`src/rtl/core/tvts_pkg.sv`:
```
`timescale 1ns / 1ps
`default_nettype none
package tvts_pkg;

   // command codes
   localparam logic [2:0] CMD_MOVE     = 3'd0;
   localparam logic [2:0] CMD_HOLD     = 3'd1;
   localparam logic [2:0] CMD_BRAKE    = 3'd2;
   localparam logic [2:0] CMD_FORWARD  = 3'd3;
   localparam logic [2:0] CMD_BACKWARD = 3'd4;

   // register indexes
   localparam logic [2:0] REG_MIDDLE_ONE  = 3'd0;
   localparam logic [2:0] REG_MIDDLE_TWO  = 3'd1;
   localparam logic [2:0] REG_BUBBLE      = 3'd2;
   localparam logic [2:0] REG_DEVIATION   = 3'd3;
   localparam logic [2:0] REG_TRAJ_LENGTH = 3'd4;
   localparam logic [2:0] REG_TIME_LIMIT  = 3'd5;

   // fit coefficients, Q.16
   localparam logic [20:0] K0 = 21'd1126931;
   localparam logic [20:0] K1 = 21'd275907;
   localparam logic [20:0] K2 = 21'd277237;
   localparam logic [20:0] K3 = 21'd126465;
   localparam logic [20:0] K4 = 21'd8965;
   localparam logic [20:0] K5 = 21'd126976;

   localparam logic [31:0] RATIO_LIMIT = 32'd16777216;
   localparam logic [19:0] LEN_MAX     = 20'hFFFFF;

   typedef struct packed {
      logic [19:0]        length_one;
      logic [19:0]        length_two;
      logic signed [15:0] vector_x;
      logic signed [15:0] vector_y;
      logic signed [15:0] vector_z;
   } req_type;

   typedef struct packed {
      logic [10:0] point_index;
      logic        phase;
      logic [2:0]  command_one;
      logic [2:0]  command_two;
      logic [19:0] target_one;
      logic [19:0] target_two;
      logic        ratio_fault;
   } rsp_type;

endpackage
`default_nettype wire

```
`src/rtl/core/thrust_vector_trajectory_sequencer.sv`:
```
`timescale 1ns / 1ps
`default_nettype none
// an ended sequence goes straight to the response, a zero x component skips the
// arithmetic, otherwise two bit-serial divisions run, then eight shift-add multiplies of
// one bit per cycle that stop once the multiplier runs out of ones
// throughput: one transaction at a time, the next one is taken the cycle after the result
// is handed off, so a held response stalls the input
// reset: synchronous, restores register defaults and clears position and tick count
module thrust_vector_trajectory_sequencer
   import tvts_pkg::*;
#(
   parameter int MAX_POINTS = 1024
) (
   input  wire logic        clock,
   input  wire logic        reset,
   input  wire logic        req_valid,
   output      logic        req_stall,
   input  wire req_type     req_data,
   output      logic        rsp_valid,
   input  wire logic        rsp_stall,
   output      rsp_type     rsp_data,
   input  wire logic        csr_valid,
   output      logic        csr_ready,
   input  wire logic [2:0]  csr_index,
   input  wire logic [19:0] csr_wdata
);

   typedef enum logic [3:0] {
      ST_IDLE, ST_CHECK, ST_DIV, ST_MLOAD, ST_MRUN, ST_SUM, ST_ROUND, ST_CMP, ST_DONE
   } state_type;

   localparam int ACC_W = 56;

   state_type state_ff;
   req_type   in_ff;
   rsp_type   rsp_ff, result_ff;
   logic      rsp_valid_ff;

   logic [19:0] mid_one_ff, mid_two_ff;
   logic [15:0] bubble_ff, deviation_ff, time_limit_ff;
   logic [10:0] traj_len_ff;
   logic [10:0] pos_ff;
   logic [15:0] ticks_ff;

   logic        div_sel_ff;
   logic [4:0]  div_cnt_ff;
   logic [15:0] rem_ff;
   logic [31:0] quo_ff;
   logic [24:0] umag_ff, vmag_ff;
   logic        usgn_ff, vsgn_ff;

   logic [2:0]  op_ff;
   logic [57:0] mcand_ff, prod_ff;
   logic [32:0] mplier_ff;
   logic [32:0] uu_ff, vv_ff, uvmag_ff;
   logic        uvsgn_ff;
   logic signed [ACC_W-1:0] base_ff, dsum_ff, s1_ff, s2_ff;
   logic [19:0] t1_ff, t2_ff;
   logic        fault_ff;

   function automatic logic [20:0] absdiff(input logic [19:0] a, input logic [19:0] b);
      return (a > b) ? {1'b0, a - b} : {1'b0, b - a};
   endfunction

   function automatic logic [19:0] to_length(input logic signed [ACC_W-1:0] s);
      logic [ACC_W-1:0] r;
      r = $unsigned(s) + ACC_W'(524288);
      if (s < 0) return 20'd0;
      if (r[ACC_W-1:20] > (ACC_W-20)'(LEN_MAX)) return LEN_MAX;
      return r[39:20];
   endfunction

   function automatic logic [2:0] return_cmd(input logic [19:0] len, input logic [19:0] mid,
                                             input logic [15:0] bub);
      if (absdiff(len, mid) <= {5'd0, bub}) return CMD_BRAKE;
      return (mid > len) ? CMD_FORWARD : CMD_BACKWARD;
   endfunction

   // end of sequence test
   logic [31:0] limit;
   logic        ended;
   always_comb begin
      limit = (32'(traj_len_ff) > 32'(MAX_POINTS)) ? 32'(MAX_POINTS) : 32'(traj_len_ff);
      ended = (32'(pos_ff) >= limit) || (ticks_ff >= time_limit_ff);
   end

   // operand magnitudes
   logic [15:0] xmag, ymag, zmag;
   always_comb begin
      xmag = in_ff.vector_x[15] ? 16'(-in_ff.vector_x) : 16'(in_ff.vector_x);
      ymag = in_ff.vector_y[15] ? 16'(-in_ff.vector_y) : 16'(in_ff.vector_y);
      zmag = in_ff.vector_z[15] ? 16'(-in_ff.vector_z) : 16'(in_ff.vector_z);
   end

   // restoring division step, one quotient bit per cycle
   logic [16:0] shifted;
   logic        ge;
   logic [15:0] rem_in;
   logic [31:0] quo_in;
   logic [24:0] qmag;
   always_comb begin
      shifted = {rem_ff, quo_ff[31]};
      ge      = shifted >= {1'b0, xmag};
      rem_in  = ge ? 16'(shifted - {1'b0, xmag}) : shifted[15:0];
      quo_in  = {quo_ff[30:0], ge};
      qmag    = (quo_in > RATIO_LIMIT) ? RATIO_LIMIT[24:0] : quo_in[24:0];
   end

   // product as signed accumulator operand
   logic signed [ACC_W-1:0] prod_s;
   assign prod_s = $signed({1'b0, prod_ff[ACC_W-2:0]});

   // end of sequence commands
   logic       far;
   logic [2:0] end_cmd_one, end_cmd_two;
   logic       hold1, hold2;
   always_comb begin
      far = (absdiff(mid_one_ff, in_ff.length_one) > {5'd0, deviation_ff}) ||
            (absdiff(mid_two_ff, in_ff.length_two) > {5'd0, deviation_ff});
      end_cmd_one = far ? return_cmd(in_ff.length_one, mid_one_ff, bubble_ff) : CMD_BRAKE;
      end_cmd_two = far ? return_cmd(in_ff.length_two, mid_two_ff, bubble_ff) : CMD_BRAKE;
      hold1 = absdiff(in_ff.length_one, t1_ff) <= {5'd0, bubble_ff};
      hold2 = absdiff(in_ff.length_two, t2_ff) <= {5'd0, bubble_ff};
   end

   // result moves to the output register once it is free
   logic handoff;
   assign handoff = (state_ff == ST_DONE) && (!rsp_valid_ff || !rsp_stall);

   assign req_stall = (state_ff != ST_IDLE);
   assign csr_ready = 1'b1;
   assign rsp_valid = rsp_valid_ff;
   assign rsp_data  = rsp_ff;

   // sequencer
   always_ff @(posedge clock) begin
      if (reset) begin
         state_ff      <= ST_IDLE;
         rsp_valid_ff  <= 1'b0;
         pos_ff        <= '0;
         ticks_ff      <= '0;
         mid_one_ff    <= 20'd69632;
         mid_two_ff    <= 20'd71270;
         bubble_ff     <= 16'd205;
         deviation_ff  <= 16'd410;
         traj_len_ff   <= 11'd1024;
         time_limit_ff <= 16'd500;
      end else begin
         // configuration writes
         if (csr_valid) begin
            case (csr_index)
               REG_MIDDLE_ONE:  mid_one_ff    <= csr_wdata;
               REG_MIDDLE_TWO:  mid_two_ff    <= csr_wdata;
               REG_BUBBLE:      bubble_ff     <= csr_wdata[15:0];
               REG_DEVIATION:   deviation_ff  <= csr_wdata[15:0];
               REG_TRAJ_LENGTH: traj_len_ff   <= csr_wdata[10:0];
               REG_TIME_LIMIT:  time_limit_ff <= csr_wdata[15:0];
               default: ;
            endcase
         end
         if (handoff) rsp_valid_ff <= 1'b1;
         else if (!rsp_stall) rsp_valid_ff <= 1'b0;

         case (state_ff)
            ST_IDLE: begin
               if (req_valid) begin
                  in_ff    <= req_data;
                  state_ff <= ST_CHECK;
               end
            end
            ST_CHECK: begin
               base_ff    <= $signed(ACC_W'(K0)) <<< 16;
               dsum_ff    <= '0;
               rem_ff     <= '0;
               quo_ff     <= {ymag, 16'd0};
               div_cnt_ff <= '0;
               div_sel_ff <= 1'b0;
               if (ended) begin
                  result_ff <= '{point_index: pos_ff, phase: 1'b1,
                                 command_one: end_cmd_one, command_two: end_cmd_two,
                                 target_one: mid_one_ff, target_two: mid_two_ff,
                                 ratio_fault: 1'b0};
                  state_ff  <= ST_DONE;
               end else if (in_ff.vector_x == '0) begin
                  t1_ff    <= '0;
                  t2_ff    <= '0;
                  fault_ff <= 1'b1;
                  state_ff <= ST_CMP;
               end else begin
                  fault_ff <= 1'b0;
                  state_ff <= ST_DIV;
               end
            end
            ST_DIV: begin
               if (div_cnt_ff == 5'd31) begin
                  rem_ff     <= '0;
                  div_cnt_ff <= '0;
                  if (!div_sel_ff) begin
                     umag_ff    <= qmag;
                     usgn_ff    <= in_ff.vector_y[15] ^ in_ff.vector_x[15];
                     quo_ff     <= {zmag, 16'd0};
                     div_sel_ff <= 1'b1;
                  end else begin
                     vmag_ff  <= qmag;
                     vsgn_ff  <= in_ff.vector_z[15] ^ in_ff.vector_x[15];
                     op_ff    <= '0;
                     state_ff <= ST_MLOAD;
                  end
               end else begin
                  rem_ff     <= rem_in;
                  quo_ff     <= quo_in;
                  div_cnt_ff <= div_cnt_ff + 5'd1;
               end
            end
            ST_MLOAD: begin
               prod_ff <= '0;
               case (op_ff)
                  3'd0: begin mcand_ff <= 58'(umag_ff); mplier_ff <= 33'(umag_ff); end
                  3'd1: begin mcand_ff <= 58'(umag_ff); mplier_ff <= 33'(vmag_ff); end
                  3'd2: begin mcand_ff <= 58'(vmag_ff); mplier_ff <= 33'(vmag_ff); end
                  3'd3: begin mcand_ff <= 58'(K2);      mplier_ff <= 33'(vmag_ff); end
                  3'd4: begin mcand_ff <= 58'(K3);      mplier_ff <= uu_ff;        end
                  3'd5: begin mcand_ff <= 58'(K5);      mplier_ff <= vv_ff;        end
                  3'd6: begin mcand_ff <= 58'(K1);      mplier_ff <= 33'(umag_ff); end
                  default: begin mcand_ff <= 58'(K4);   mplier_ff <= uvmag_ff;     end
               endcase
               state_ff <= ST_MRUN;
            end
            ST_MRUN: begin
               if (mplier_ff != '0) begin
                  // shift-add, one multiplier bit per cycle
                  if (mplier_ff[0]) prod_ff <= prod_ff + mcand_ff;
                  mcand_ff  <= {mcand_ff[56:0], 1'b0};
                  mplier_ff <= {1'b0, mplier_ff[32:1]};
               end else begin
                  case (op_ff)
                     3'd0: uu_ff <= prod_ff[48:16];
                     3'd1: begin
                        uvmag_ff <= prod_ff[48:16];
                        uvsgn_ff <= usgn_ff ^ vsgn_ff;
                     end
                     3'd2: vv_ff <= prod_ff[48:16];
                     3'd3: base_ff <= vsgn_ff ? base_ff - prod_s : base_ff + prod_s;
                     3'd4: base_ff <= base_ff - prod_s;
                     3'd5: base_ff <= base_ff - prod_s;
                     3'd6: dsum_ff <= usgn_ff ? dsum_ff - prod_s : dsum_ff + prod_s;
                     default: dsum_ff <= uvsgn_ff ? dsum_ff + prod_s : dsum_ff - prod_s;
                  endcase
                  op_ff    <= op_ff + 3'd1;
                  state_ff <= (op_ff == 3'd7) ? ST_SUM : ST_MLOAD;
               end
            end
            ST_SUM: begin
               s1_ff    <= base_ff + dsum_ff;
               s2_ff    <= base_ff - dsum_ff;
               state_ff <= ST_ROUND;
            end
            ST_ROUND: begin
               t1_ff    <= to_length(s1_ff);
               t2_ff    <= to_length(s2_ff);
               state_ff <= ST_CMP;
            end
            ST_CMP: begin
               result_ff <= '{point_index: pos_ff, phase: 1'b0,
                              command_one: hold1 ? CMD_HOLD : CMD_MOVE,
                              command_two: hold2 ? CMD_HOLD : CMD_MOVE,
                              target_one: t1_ff, target_two: t2_ff,
                              ratio_fault: fault_ff};
               if (hold1 && hold2) pos_ff <= pos_ff + 11'd1;
               state_ff <= ST_DONE;
            end
            ST_DONE: begin
               // hand off once the output register is free
               if (handoff) begin
                  rsp_ff   <= result_ff;
                  if (ticks_ff != 16'hFFFF) ticks_ff <= ticks_ff + 16'd1;
                  state_ff <= ST_IDLE;
               end
            end
            default: state_ff <= ST_IDLE;
         endcase
      end
   end

`ifndef SYNTH
   // returning phase never issues tracking commands
   assert property (@(posedge clock) disable iff (reset)
      rsp_valid && rsp_data.phase |->
         rsp_data.command_one != CMD_MOVE && rsp_data.command_one != CMD_HOLD &&
         rsp_data.command_two != CMD_MOVE && rsp_data.command_two != CMD_HOLD)
      else $error("tracking command during return");

   // a ratio fault zeroes both targets
   assert property (@(posedge clock) disable iff (reset)
      rsp_valid && rsp_data.ratio_fault |->
         rsp_data.target_one == '0 && rsp_data.target_two == '0 && !rsp_data.phase)
      else $error("fault with nonzero target");

   // position only moves when a tracking result is formed
   assert property (@(posedge clock) disable iff (reset)
      $past(state_ff) != ST_CMP && !$past(reset) |-> $stable(pos_ff))
      else $error("position changed outside compare");
`endif

endmodule
`default_nettype wire
```
`config.mk`:
```
export PLATFORM = sky130hd
export DESIGN_NAME = thrust_vector_trajectory_sequencer
export DESIGN_NICKNAME = d
export VERILOG_FILES = /design/src/rtl/core/tvts_pkg.sv /design/src/rtl/core/thrust_vector_trajectory_sequencer.sv
export SDC_FILE = /design/constraint.sdc
export NUM_CORES = 2
export LEC_CHECK = 0
export ABC_AREA = 0
export BUFFER_PORTS_ARGS = -buffer_cell sky130_fd_sc_hd__buf_2
export CAP_MARGIN = 20
export CORE_ASPECT_RATIO = 0.9
export CORE_MARGIN = 2
export CORE_UTILIZATION = 35
export CTS_BUF_LIST = sky130_fd_sc_hd__clkbuf_16
export CTS_CLUSTER_DIAMETER = 40
export DETAILED_ROUTE_END_ITERATION = 16
export MAX_ROUTING_LAYER = met4
export PLACE_DENSITY = 0.6
export SLEW_MARGIN = 20
export SYNTH_ARGS = -nofsm -noshare
export SYNTH_HDL_FRONTEND = slang
export SYNTH_SLANG_ARGS = --single-unit
```
`constraint.sdc`:
```
create_clock -name clock -period 8.98 [get_ports clock]
set_input_delay 0 -clock clock [delete_from_list [all_inputs] [get_ports clock]]
set_output_delay 0 -clock clock [all_outputs]
set_load 0.005 [all_outputs]
```
* Yosys cells after proc, flatten, opt, wreduce, memory -nomap -nowiden
Cells that the tools add are included.
Widths: inputs -> output; s select.
** Operators by class
- Mux-type cells :: 95
- Equality and inequality tests :: 36
- Reduce and logical (&&, ||, !) cells :: 52
- Bitwise gates (word level) :: 7
- Order comparisons :: 21
- Add/sub/neg operators :: 25
** Operators by type and width (number)
- $pmux 56 s2 :: 4
- $mux 20 :: 16
- $mux 56 :: 5
- $pmux 58 s2 :: 2
- $mux 58 :: 3
- $add 56x56->56 :: 3
- $sub 56x56->56 :: 3
- $sub 20x20->20 :: 8
- $pmux 25 s6 :: 1
- $pmux 33 s4 :: 1
- $gt 20x20->1 :: 6
- $pmux 59 s2 :: 1
- $add 56x20->56 const B :: 2
- $lt 56x1->1 const B :: 2
- $le 20x16->1 :: 4
- $mux 16 :: 5
- $pmux 20 s2 :: 2
- $gt 36x20->1 const B :: 2
- $pmux 33 s2 :: 1
- $mux 32 :: 2
- $pmux 32 s2 :: 1
- $mux 59 :: 1
- $add 58x58->58 :: 1
- $neg 16->16 :: 3
- 53 further kinds :: 157
** Word-level totals
- Register bits :: 960
- Input port bits :: 116
- Word-level logic and storage cells :: 288

* Depth between registers and ports, before layout
- Word-level depth :: 10
- Mapped depth :: 28
- Depth with buffers taken out :: 27

* Least setup slack after synthesis
No wires, ideal clock.
- Path type :: flip-flop to flip-flop
- Start :: register state_ff[0]
- End :: register in_ff[0] (netlist bit), enable pin
- Buffers on the path :: 1
- Clock period less this slack :: 7.844 ns
- Cell stages (with the launch flop) :: 5
- Required time :: 8.320 ns
- Arrival time :: 7.184 ns
- Setup slack :: 1.136 ns
- Setup time :: 0.660 ns
- Path through :: dfxtp_1 -> clkbuf_1 -> nor2_1 -> nand2_1 -> nor3b_1
** Between the ends
- Longest elaborated chain between the ends :: 2
** Ends and longest elaborated chain
- from (decl) :: RTL line thrust_vector_trajectory_sequencer.sv:34 : state_type state_ff;
- from (signal assigned) :: RTL line thrust_vector_trajectory_sequencer.sv:250 : state_ff <= (op_ff == 3'd7) ? ST_SUM : ST_MLOAD;
- $logic_not 4->1 :: RTL line thrust_vector_trajectory_sequencer.sv:164 : case (state_ff)
- $reduce_and 3->1 (no source line)
- to (signal assigned) :: RTL line thrust_vector_trajectory_sequencer.sv:167 : in_ff <= req_data;
- to (decl) :: RTL line thrust_vector_trajectory_sequencer.sv:35 : req_type in_ff;
Every way passes these cells.
A chain may end at the register's enable or synchronous reset.

* Worst setup path in the final report
- Start :: register in_ff[57] (netlist bit)
- End :: register pos_ff[6]
** Between the ends
- Longest elaborated chain between the ends :: 5
- Elaborated cells on any way between the ends :: 7
** Ends and longest elaborated chain
- $sub 20x20->20 / $gt 20x20->1 (equally long branches) :: RTL line thrust_vector_trajectory_sequencer.sv:62 : return (a > b) ? {1'b0, a - b} : {1'b0, b - a};
- $mux 20 * :: RTL line thrust_vector_trajectory_sequencer.sv:62
- $le 20x16->1 * :: RTL line thrust_vector_trajectory_sequencer.sv:123 : hold2 = absdiff(in_ff.length_two, t2_ff) <= {5'd0, bubble_ff};
- $logic_and 1x1->1 * :: RTL line thrust_vector_trajectory_sequencer.sv:269 : if (hold1 && hold2) pos_ff <= pos_ff + 11'd1;
- $reduce_and 2->1 (no source line) *
- to (signal assigned) :: RTL line thrust_vector_trajectory_sequencer.sv:269
- to (decl) :: RTL line thrust_vector_trajectory_sequencer.sv:42 : logic [10:0] pos_ff;
Mark *: on every way between the ends. The rest lies on a longest branch, timed or not.

==> reports/results.ini <==
[final_layout]
areaGrowthSynthToFinish_pct=16.1
layout-drive-gt1-share=0.0789
layout_commonest_cell=edfxtp_1
layout_common_cells=edfxtp_1 (785), a21oi_1 (707), nor2_1 (701)
final_nets=8523

[routing]
dr.first_iter.drc_count=4629
vias_per_cell=5.54
drc=0
vias=57500
drt_wl_total_um=222000
drtPass1Iterations=5
antenna_violating_nets_post_route=0
wl_per_cell_um=21.4

[die]
die_y_um=421
die-area_sq_um=197000
start_util=0.352
pin_count=178
num_rows=153
die-width_um=468
core_sq_um=193000

[clock_tree]
cts_tree=built
cts.path.max_buffers=3
clkTransAtPathRegs_ps=60
post_cts_buffers=0
clock_sinks=916
clock_latency_ps=810
root_buffer=clkbuf_16
cts_inserted_buffers=153
htree_levels=4

[yosys]
synth_top_area_frac=0.348
yosysSeqAreaShare=0.387
ys_ff_latch=916
ys_types=91
async_flop_share=0
synth_top_area_cell=edfxtp_1
synth_area_leaders=edfxtp_1 (35%), ha_1 (13%), a21oi_1 (5.3%), nor2_1 (3.9%), dfxtp_1 (3.9%)
synth_area_sq_um=67800
synth_edf_count=785
synth.avg_cell_area_sq_um=9.10
synthFlopType=edfxtp_1
synth_nets=8270
ys_warn_count=0
synth_cells=7446

[critical_path]
critPathCaptureType=flip-flop
path_max_fanout=25
cp_data_arrival_time_ps=7560
criticalPathCategory=reg -> reg
crit_family=compound AO/OA/AOI/OAI gates
worst-path-buf-inv=2
critPathMaxStageDelay_ps=680
critPathMostFrequentCell=a21oi_1
cpMaxStageDelayCell=o22ai_1
start_kind=flip-flop
cp.required_ps=9700
crit_chain=inv_1 -> ha_1 -> nand4_1 -> a31o_2 -> a211o_1 -> a31oi_2 -> buf_4 -> mux2i_1 -> o21ai_0 -> a221o_1 -> a21oi_1 -> o21ai_0 -> xor2_1 -> ha_1 -> a21o_1 -> a21oi_1 -> nor2b_1 -> nor4_1 -> a211oi_1 -> a211o_1 -> o22ai_1 -> nand4_1 -> or4_1 -> a21oi_1

[global_route]
grt_pass1_vias=55500
grt_start_max_net_pins=141
grt_antenna_before_repair=5
grt_first_pass_wirelength_um=336000
grt_use_total=0.225
globalRouteOverflowTotal=0

[sta]
min_period_over_period=0.762
worstMarginPinSlew_ps=1080
hold_slack_ps=27.3
setup_tns_ps=0
period_minus_slack_ps=6840
maxSlewHeadroom=0.277
rsz0062_at_grt=no
slew_violations=0
final_hold_viol_count=0
setup_viol=0
max_freq_mhz=146
clock_skew_ps=50.4

[power]
powerDensity_nw_per_um2=207
ir_worst_vdd_mv=0.213
p_leak_uw=0.0310

[placement]
dp_hpwl_um=170000
place.gp.congestion=0.954
io_buffers=176

[job]
max_cap_viol_count=0

[status]
status=finished clean

[hold_path]
hp-class=in -> reg

## cell usage after synthesis (18+ instances only)
cell	count
o21bai_1	104
o21a_1	65
a21o_1	224
o21ai_0	389
o211ai_1	64
nor2_1	705
xor2_1	155
nand4_1	101
o41ai_1	22
a21boi_0	24
and4_1	21
nand2b_1	55
or3_1	44
edfxtp_1	785
a22oi_1	31
buf_1	23
and2_1	111
nor3_1	125
and3_1	53
a221oi_1	64
nand3b_1	22
ha_1	694
nor2b_1	98
or4_1	22
mux2_2	32
a21oi_1	712
nand3_1	132
clkbuf_1	319
o31ai_1	62
a211o_1	34
or2_2	26
a211oi_1	62
nand2_1	658
mux2i_1	87
nor3b_1	18
inv_1	494
nor4_1	64
xnor2_1	248
dfxtp_1	131
a31oi_1	101
## path summary, 6_finish.rpt
kind                            from                      to  slack (ps)  cells past startpoint
min reg2reg  result_ff[32]$_DFFE_PP_  rsp_data[32]$_DFFE_PP_         410                      0
min                     req_data[68]     in_ff[68]$_DFFE_PP_          30                      2
max reg2reg      in_ff[57]$_DFFE_PP_  pos_ff[6]$_SDFFE_PP0P_        2140                     24
max              in_ff[57]$_DFFE_PP_  pos_ff[6]$_SDFFE_PP0P_        2140                     24
## area by class of cell
class | count | area [sq um]
Fill cell | 18900 | 114000
Multi-Input combinational cell | 5677 | 38500
Sequential cell | 916 | 26200
Clock buffer | 158 | 3950
Timing Repair Buffer | 453 | 3530
Tap cell | 2557 | 3200
Inverter | 498 | 1870
Clock inverter | 126 | 1420
Antenna cell | 2 | 5.00
## flip-flops by register name, indices dropped and copies added (netlist names), 32 cells and up
signal / flops
base_ff: 56
in_ff: 88
dsum_ff: 56
uu_ff: 33
uvmag_ff: 33
mcand_ff: 55
s2_ff: 37
mplier_ff: 33
quo_ff: 32
prod_ff: 55
rsp_data: 59
vv_ff: 33
s1_ff: 37
result_ff: 59
## per-layer routing
metal / vias to the layer above / track usage / wire length [um]
met2: 1764 / 0.352 / 101000
li1: 27600 / - / -
met4: 0 / 0.0617 / 5800
met5: - / - / 0
met1: 27800 / 0.303 / 102000
met3: 338 / 0.0316 / 13000
## kinds of logic (layout without fill, tap and decap cells)
| kind of cell | count (synthesis) | in the layout | synth area share |
|---|---|---|---|
| flip-flops | 916 | 916 | 0.387 |
| adder cells (fa/ha/maj) | 708 | 708 | 0.132 |
| multiplexers | 119 | 119 | 0.0182 |
| XOR/XNOR | 403 | 403 | 0.0521 |
| other | 1 | 3 | 0.0000553 |
| AO/OA/AOI/OAI | 2161 | 2161 | 0.204 |
| AND/OR/NAND/NOR | 2285 | 2285 | 0.159 |
| buffers and inverters | 853 | 1235 | 0.0476 |
## repair_timing
item | 4_1_cts | 5_1_grt
hold buffers | 219 | 1
resized for setup | 0 | 0
setup endpoints to repair | 0 | 0
hold endpoints to repair | 226 | 1
## through the flow
stage / area (sq um) / power, uW / worst slack, ps / utilization / std cells
after floorplan: 67800 / 8840 / 1140 / - / 7446
after global placement: 71100 / 10200 / 2260 / 0.369 / 9881
after global routing: 78700 / 17200 / 1580 / 0.408 / 10400
after CTS: 78700 / 16400 / 2140 / 0.408 / 10400
final: 78700 / 16300 / 2140 / 0.408 / 10400
after detailed placement: 71100 / 10200 / 2140 / 0.369 / 9881
## report_power, final
group / internal, uW / switching, uW / leakage [uW]
registers: 5030 / 321 / 0.00837
clock network: 3690 / 2350 / 0.00260
logic: 1910 / 3000 / 0.0200
total: 10600 / 5680 / 0.0310
Power figures use the tool's default switching activity.
